==> config.mk <==
export PLATFORM = sky130hd
export DESIGN_NAME = temperature_to_display_digits
export DESIGN_NICKNAME = d
export VERILOG_FILES = /design/src/tdd_pkg.sv /design/src/tdd_split.sv /design/src/tdd_format.sv /design/src/temperature_to_display_digits.sv
export SDC_FILE = /design/constraint.sdc
export NUM_CORES = 1
export LEC_CHECK = 0
export BUFFER_PORTS_ARGS = -buffer_cell sky130_fd_sc_hd__buf_2
export CAP_MARGIN = 20
export CORE_MARGIN = 3
export CORE_UTILIZATION = 65
export CTS_CLUSTER_DIAMETER = 120
export DETAILED_ROUTE_END_ITERATION = 7
export PLACE_DENSITY = 0.94
export SLEW_MARGIN = 30
export SYNTH_ARGS = -nofsm -noshare
export SYNTH_HDL_FRONTEND = slang
export SYNTH_SLANG_ARGS = --single-unit
==> constraint.sdc <==
create_clock -name clock -period 10.9 [get_ports clock]
set_input_delay 2.18 -clock clock [delete_from_list [all_inputs] [get_ports clock]]
set_output_delay 2.18 -clock clock [all_outputs]
set_load 0.05 [all_outputs]
==> src/tdd_pkg.sv <==
// Shared types, symbol codes and helpers for the temperature display formatter.
// Used by tdd_split, tdd_format and temperature_to_display_digits.
`default_nettype none

package tdd_pkg;

   // Display symbol codes
   localparam logic [3:0] SYM_HYPHEN = 4'd10;

   // Decimal point position codes
   localparam logic [1:0] POINT_NONE         = 2'd0;
   localparam logic [1:0] POINT_AFTER_SECOND = 2'd1;
   localparam logic [1:0] POINT_AFTER_THIRD  = 2'd2;

   // Threshold register reset and the lowest value that can be shown
   localparam logic signed [15:0] THRESHOLD_RESET = 16'sd12600;
   localparam logic signed [15:0] TEMP_MIN_SHOWN  = -16'sd9999;
   localparam logic signed [15:0] TEMP_BIG        = 16'sd10000;
   localparam logic [14:0]        MAG_THOUSAND    = 15'd1000;

   // Decimal split of a 15-bit magnitude
   typedef struct packed {
      logic [1:0]  ten_thousands;  // m / 10000
      logic [3:0]  rem_thousands;  // (m / 1000) % 10
      logic [3:0]  rem_hundreds;   // (m / 100) % 10
      logic [3:0]  rem_tens;       // (m / 10) % 10
      logic [3:0]  rem_units;      // m % 10
      logic        at_least_1000;  // m >= 1000
   } split_type;

   // One formatted result
   typedef struct packed {
      logic [3:0] digit_first;
      logic [3:0] digit_second;
      logic [3:0] digit_third;
      logic [3:0] digit_fourth;
      logic [1:0] point_position;
      logic       error_flag;
   } result_type;

   // Remainder digit: the true value is 0..9, so four low bits suffice
   function automatic logic [3:0] digit_rem(input logic [3:0] num_lo,
                                            input logic [3:0] quo_lo);
      return 4'(num_lo - 4'(quo_lo * 4'd10));
   endfunction

endpackage

`default_nettype wire

==> src/tdd_split.sv <==
// Decimal split of the temperature magnitude by reciprocal multiplication.
// Depends on tdd_pkg for split_type and digit_rem.
`default_nettype none

module tdd_split import tdd_pkg::*; (
   input  wire logic signed [15:0] temperature,
   output split_type               split
);

   logic [14:0] mag;
   logic [30:0] prod_10;
   logic [27:0] prod_100;
   logic [30:0] prod_1000;
   logic [11:0] quo_10;
   logic [8:0]  quo_100;
   logic [5:0]  quo_1000;
   logic [1:0]  quo_10000;

   // Magnitude; the most negative input wraps but is shown as an error anyway
   assign mag = temperature[15] ? 15'(-temperature) : temperature[14:0];

   // Quotients by constants, exact for magnitudes below 32768
   assign prod_10   = 31'(mag) * 31'd52429;
   assign prod_100  = 28'(mag) * 28'd5243;
   assign prod_1000 = 31'(mag) * 31'd33555;
   assign quo_10    = prod_10[30:19];
   assign quo_100   = prod_100[27:19];
   assign quo_1000  = prod_1000[30:25];

   // Leading digit is at most 3
   always_comb begin
      if (mag >= 15'd30000) begin
         quo_10000 = 2'd3;
      end else if (mag >= 15'd20000) begin
         quo_10000 = 2'd2;
      end else if (mag >= 15'd10000) begin
         quo_10000 = 2'd1;
      end else begin
         quo_10000 = 2'd0;
      end
   end

   // Remainders from low bits only
   assign split.ten_thousands = quo_10000;
   assign split.rem_thousands = digit_rem(quo_1000[3:0], {2'b00, quo_10000});
   assign split.rem_hundreds  = digit_rem(quo_100[3:0], quo_1000[3:0]);
   assign split.rem_tens      = digit_rem(quo_10[3:0], quo_100[3:0]);
   assign split.rem_units     = digit_rem(mag[3:0], quo_10[3:0]);
   assign split.at_least_1000 = (mag >= MAG_THOUSAND);

endmodule

`default_nettype wire

==> src/tdd_format.sv <==
// Range check and symbol selection for one temperature.
// Depends on tdd_pkg for split_type, result_type and the symbol codes.
`default_nettype none

module tdd_format import tdd_pkg::*; (
   input  wire logic signed [15:0] temperature,
   input  wire logic signed [15:0] threshold,
   input  wire split_type          split,
   output result_type              result
);

   logic is_error;
   logic is_neg;
   logic is_big;

   assign is_error = (temperature >= threshold) || (temperature < TEMP_MIN_SHOWN);
   assign is_neg   = temperature[15];
   assign is_big   = !is_neg && (temperature >= TEMP_BIG);

   // Pick the symbols and point for the value's range
   always_comb begin
      if (is_error) begin
         result = '{SYM_HYPHEN, SYM_HYPHEN, SYM_HYPHEN, SYM_HYPHEN, POINT_NONE, 1'b1};
      end else if (is_neg && split.at_least_1000) begin
         result = '{SYM_HYPHEN, split.rem_thousands, split.rem_hundreds,
                    split.rem_tens, POINT_AFTER_THIRD, 1'b0};
      end else if (is_neg) begin
         result = '{SYM_HYPHEN, split.rem_hundreds, split.rem_tens,
                    split.rem_units, POINT_AFTER_SECOND, 1'b0};
      end else if (is_big) begin
         result = '{{2'b00, split.ten_thousands}, split.rem_thousands,
                    split.rem_hundreds, split.rem_tens, POINT_AFTER_THIRD, 1'b0};
      end else begin
         result = '{split.rem_thousands, split.rem_hundreds, split.rem_tens,
                    split.rem_units, POINT_AFTER_SECOND, 1'b0};
      end
   end

endmodule

`default_nettype wire

==> src/temperature_to_display_digits.sv <==
// Top level: input register, decimal split and formatting, result register.
// Depends on tdd_pkg, tdd_split and tdd_format.
//
//   port group | direction | carries
//   req_       | in        | temperature_centi, one beat per conversion
//   rsp_       | out       | four symbols, point position, error flag
//   csr_       | in        | error_threshold write, no read-back
//
// One beat in per cycle while the result channel does not stall; an accepted beat is
// captured in the input register, then makes a single pass through the reciprocal
// multipliers and the symbol select into the result register.
// Synchronous active-high reset empties both registers and loads the
// threshold with 12600. A stalled result holds while the input register
// keeps accepting until it too is full.
`default_nettype none

module temperature_to_display_digits import tdd_pkg::*; (
   input  wire logic        clock,
   input  wire logic        reset,
   input  wire logic        req_valid,
   output      logic        req_stall,
   input  wire logic [15:0] req_temperature_centi,
   output      logic        rsp_valid,
   input  wire logic        rsp_stall,
   output      logic [3:0]  rsp_digit_first,
   output      logic [3:0]  rsp_digit_second,
   output      logic [3:0]  rsp_digit_third,
   output      logic [3:0]  rsp_digit_fourth,
   output      logic [1:0]  rsp_point_position,
   output      logic        rsp_error_flag,
   input  wire logic        csr_wr_en,
   input  wire logic [15:0] csr_wr_data
);

   logic signed [15:0] threshold_ff;
   logic               in_valid_ff;
   logic signed [15:0] temp_ff;
   logic               rsp_valid_ff;
   result_type         rsp_ff;
   result_type         rsp_in;
   split_type          split;
   logic               rsp_adv;
   logic               in_adv;

   // Advance each stage when its downstream has room
   assign rsp_adv   = !rsp_valid_ff || !rsp_stall;
   assign in_adv    = !in_valid_ff || rsp_adv;
   assign req_stall = !in_adv;

   tdd_split u_split (
      .temperature (temp_ff),
      .split       (split)
   );

   tdd_format u_format (
      .temperature (temp_ff),
      .threshold   (threshold_ff),
      .split       (split),
      .result      (rsp_in)
   );

   // Threshold register
   always_ff @(posedge clock) begin
      if (reset) begin
         threshold_ff <= THRESHOLD_RESET;
      end else if (csr_wr_en) begin
         threshold_ff <= csr_wr_data;
      end
   end

   // Input register
   always_ff @(posedge clock) begin
      if (reset) begin
         in_valid_ff <= 1'b0;
      end else if (in_adv) begin
         in_valid_ff <= req_valid;
      end
   end

   always_ff @(posedge clock) begin
      if (in_adv && req_valid) begin
         temp_ff <= req_temperature_centi;
      end
   end

   // Result register
   always_ff @(posedge clock) begin
      if (reset) begin
         rsp_valid_ff <= 1'b0;
      end else if (rsp_adv) begin
         rsp_valid_ff <= in_valid_ff;
      end
   end

   always_ff @(posedge clock) begin
      if (rsp_adv && in_valid_ff) begin
         rsp_ff <= rsp_in;
      end
   end

   assign rsp_valid          = rsp_valid_ff;
   assign rsp_digit_first    = rsp_ff.digit_first;
   assign rsp_digit_second   = rsp_ff.digit_second;
   assign rsp_digit_third    = rsp_ff.digit_third;
   assign rsp_digit_fourth   = rsp_ff.digit_fourth;
   assign rsp_point_position = rsp_ff.point_position;
   assign rsp_error_flag     = rsp_ff.error_flag;

   // An error result shows only hyphens and no point
   a_error_pattern: assert property (@(posedge clock) disable iff (reset)
      rsp_valid_ff && rsp_ff.error_flag |->
         rsp_ff.digit_first == SYM_HYPHEN && rsp_ff.digit_fourth == SYM_HYPHEN &&
         rsp_ff.point_position == POINT_NONE)
      else $error("error result without hyphen pattern");

   // A good result always has a point and a decimal last digit
   a_good_pattern: assert property (@(posedge clock) disable iff (reset)
      rsp_valid_ff && !rsp_ff.error_flag |->
         (rsp_ff.point_position == POINT_AFTER_SECOND ||
          rsp_ff.point_position == POINT_AFTER_THIRD) && rsp_ff.digit_fourth <= 4'd9)
      else $error("good result with bad point or digit");

   // Stall only while the input register holds a beat
   a_stall_when_full: assert property (@(posedge clock) disable iff (reset)
      req_stall |-> in_valid_ff)
      else $error("input stalled while empty");

   // A held beat that moves on shows up as a result next cycle
   a_beat_moves: assert property (@(posedge clock) disable iff (reset)
      in_valid_ff && rsp_adv |=> rsp_valid_ff)
      else $error("beat lost between input and result register");

endmodule

`default_nettype wire

==> results.py <==
metrics = {
    "finish": {
        "multi_input_area_um2": 8930,
        "nFillCells": 1181,
        "ff_latch_area_um2": 1410,
        "nets": 1713,
        "utilization_pct": 71.5,
        "area_growth_pct": 6.83,
        "layout-drive-gt1-share_pct": 8.35,
    },
    "sta": {
        "setup_viol": 0,
        "min_period_ns": 9.76,
        "fin_tns_setup_ns": 0,
        "max_freq_ghz": 0.103,
        "hold_viol": 0,
        "finClkSkew_ns": 0.0112,
        "period_share_pct": 89.5,
        "rsz0062_at_grt": "false",
        "tightest_slew_ns": 0.962,
        "slew_viol_final": 0,
        "maxSlewHeadroom_pct": 35.9,
    },
    "grt": {
        "grt_max_degree": 29,
        "antenna_found_initial": 0,
        "grt_pass1_vias": 9668,
        "gr-usage-all-layers_pct": 31.3,
        "gr-total-overflow": 0,
        "grt_pass1_wl_mm": 48.4,
    },
    "clock_tree": {
        "cts.sinks": 53,
        "cts_resized": 0,
        "cts_tree": "done",
        "path_clk_slew_ns": 0.07,
        "clk_path_buf_depth": 2,
        "clkLatencyLatePin_ns": 0.30,
        "hold_buffers": 0,
        "postCtsSetupRepairBufs": 0,
        "cts_buffers": 5,
        "cts-root-buf": "clkbuf_16",
        "ctsHtreeMaxLevel": 2,
    },
    "yosys": {
        "synth_xor_area_share_pct": 5.02,
        "syn-num-nets": 1650,
        "synthFlopType": "edfxtp_1",
        "synthAdderAreaFrac_pct": 55.9,
        "avgSynthCellArea_um2": 9.88,
        "synth_simple_gate_area_share_pct": 6.27,
        "seq_area_frac_synth_pct": 12.1,
        "synth-compound-area-share_pct": 8.31,
        "async_flop_share_pct": 0,
        "synth_mux_area_share_pct": 0.955,
        "synth_top_family_by_area": "adder cells",
        "yosysWarnings": 0,
        "synth_cells": 1181,
        "ys_types": 68,
        "synth_edf_count": 35,
        "netlist_area_um2": 11700,
        "synth-seq-cells": 53,
    },
    "setup_path": {
        "r2r_setup_slack_ns": 1.14,
        "reg2regPathDepth": 31,
        "cp.arrival_ns": 9.80,
        "end_kind": "flop",
        "crit_fanout": 6,
        "path_class": "flop to flop",
        "max_stage_delay_ns": 0.62,
        "critPathSlowestCell": "or4b_2",
        "worstPathRequired_ns": 10.95,
        "cp-start-kind": "flop",
    },
    "job": {
        "maxCapViolations": 0,
    },
    "routing": {
        "drtPass1Iterations": 5,
        "wl_per_cell_um": 20.5,
        "num_vias": 8816,
        "wl_mm": 30.2,
        "drc": 0,
        "vias_per_cell": 5.99,
        "ant_nets": 0,
        "drt_iter0_markers": 667,
    },
    "floorplan": {
        "initial_core_util_pct": 67.0,
        "die_area_um2": 19600,
        "ios": 58,
        "die_x_um": 140,
        "core_um2": 17400,
        "die_y_um": 140,
        "rows": 48,
    },
    "placed_design": {
        "place_congestion": 1.03,
        "portBuffers": 57,
        "dp_hpwl_mm": 25.5,
    },
    "min_path": {
        "min_path_type": "flop to flop",
        "hold_depth": 2,
    },
    "status": {
        "status": "finished clean",
    },
}
## Yosys cell counts, types with 3 or more instances
master     number  share of area (%)
a21o_1         15               0.97
nor2_1         39                1.3
o2111ai_1       3               0.23
a31oi_1         5               0.27
or2_2           5               0.27
dfxtp_1        18                3.1
o21ai_0        14               0.60
mux2i_1        10               0.86
inv_1         330                 11
nand3_1         8               0.34
xnor2_1        39                2.9
nand2_1        46                1.5
o21bai_1        4               0.26
inv_2           3              0.097
o31ai_1         4               0.26
nor4_1          5               0.27
or3_1           4               0.21
nor3_1          8               0.34
nand2b_1        4               0.21
buf_2           4               0.17
nor2b_1         3               0.16
o41ai_4         3               0.71
and4_1          3               0.23
o21ai_1         3               0.13
edfxtp_1       35                9.0
a211o_1         5               0.38
and3_1          5               0.27
fa_1          149                 26
ha_1          283                 30
clkbuf_1        6               0.19
o21a_1          4               0.26
a21oi_1        31                1.3
a41oi_1         3               0.23
nand4_1        10               0.54
xor2_1         14                1.1
o211ai_1       11               0.71
xor2_2          3               0.42
## placed cells by master, fill, tap and decap left out, drive strengths merged, types with 4 or more instances in the layout
cell	netlist	layout
a211o	5	5
nor3	8	8
nor4	5	5
ha	283	283
o41ai	4	4
nand2b	4	4
nor2	39	39
nand4	10	10
mux2i	10	10
nand2	46	46
inv	333	334
o211ai	11	11
o21a	4	4
a31oi	5	5
a21oi	31	31
clkbuf	6	6
o31ai	5	5
or3	4	4
xor2	18	18
edfxtp	35	35
nand3	8	8
a21o	15	15
and3	5	5
buf	9	71
o21bai	4	4
xnor2	39	39
dfxtp	18	18
o21ai	17	17
or2	5	5
fa	149	149
## worst paths after layout
kind / start / endpoint
min: threshold_ff[7] / threshold_ff[7]
max: temp_ff[0] / rsp_digit_fourth[3]
max reg2reg: temp_ff[0] / rsp_digit_fourth[3]
min reg2reg: threshold_ff[7] / threshold_ff[7]
## logic make-up after synthesis
logic type / after synthesis
buffers and inverters: 348
adder cells (fa/ha/maj): 432
multiplexers: 11
flip-flops: 53
AND/OR/NAND/NOR: 149
AO/OA/AOI/OAI: 129
XOR/XNOR: 59
## final cells by class
type                            instances  area share, %
Antenna cell                            2         0.0402
Clock inverter                          2          0.311
Timing Repair Buffer                   71           3.13
Inverter                              333           10.0
Tap cell                              225           2.26
Sequential cell                        53           11.3
Multi-Input combinational cell        780           71.7
Clock buffer                            6           1.21
## stage by stage
stage	hold slack, ns	instances	worst slack (ns)	instance area, um^2
3_3_place_gp	0.462	1462	1.74	12300
6_report	0.507	1472	1.14	12500
3_5_place_dp	0.472	1462	1.34	12300
2_1_floorplan	0.444	1181	2.17	11700
5_1_grt	0.530	1470	0.798	12500
4_1_cts	0.508	1470	1.31	12400
## state kept, by name, summed over array words and instances (netlist names)
name and count:
temp_ff 16, threshold_ff 16, rsp_digit_first 4, rsp_digit_fourth 4
rsp_digit_second 4, rsp_digit_third 4, rsp_point_position 2, in_valid_ff 1
rsp_error_flag 1, rsp_valid 1
## per-layer routing
layer,vias up,global-route usage (%),routed length (um)
met5,-,0,0
met4,0,12.4,1320
met3,118,5.57,2830
met2,470,54.4,14800
met1,4285,39.0,11300
li1,3943,-,-
## critical path, delay by kind of cell, from the launching register on
kind	cells	cell delay (ns)
simple gates	2	0.94
buf+inv	6	0.81
xor+xnor	6	1.51
fa+ha+maj	10	4.11
compound gates	7	1.74
flops	1	0.39
Power is left out: the tool's default activity adds up to more than one toggle a clock period on the data nets, which glitch-free logic cannot reach.
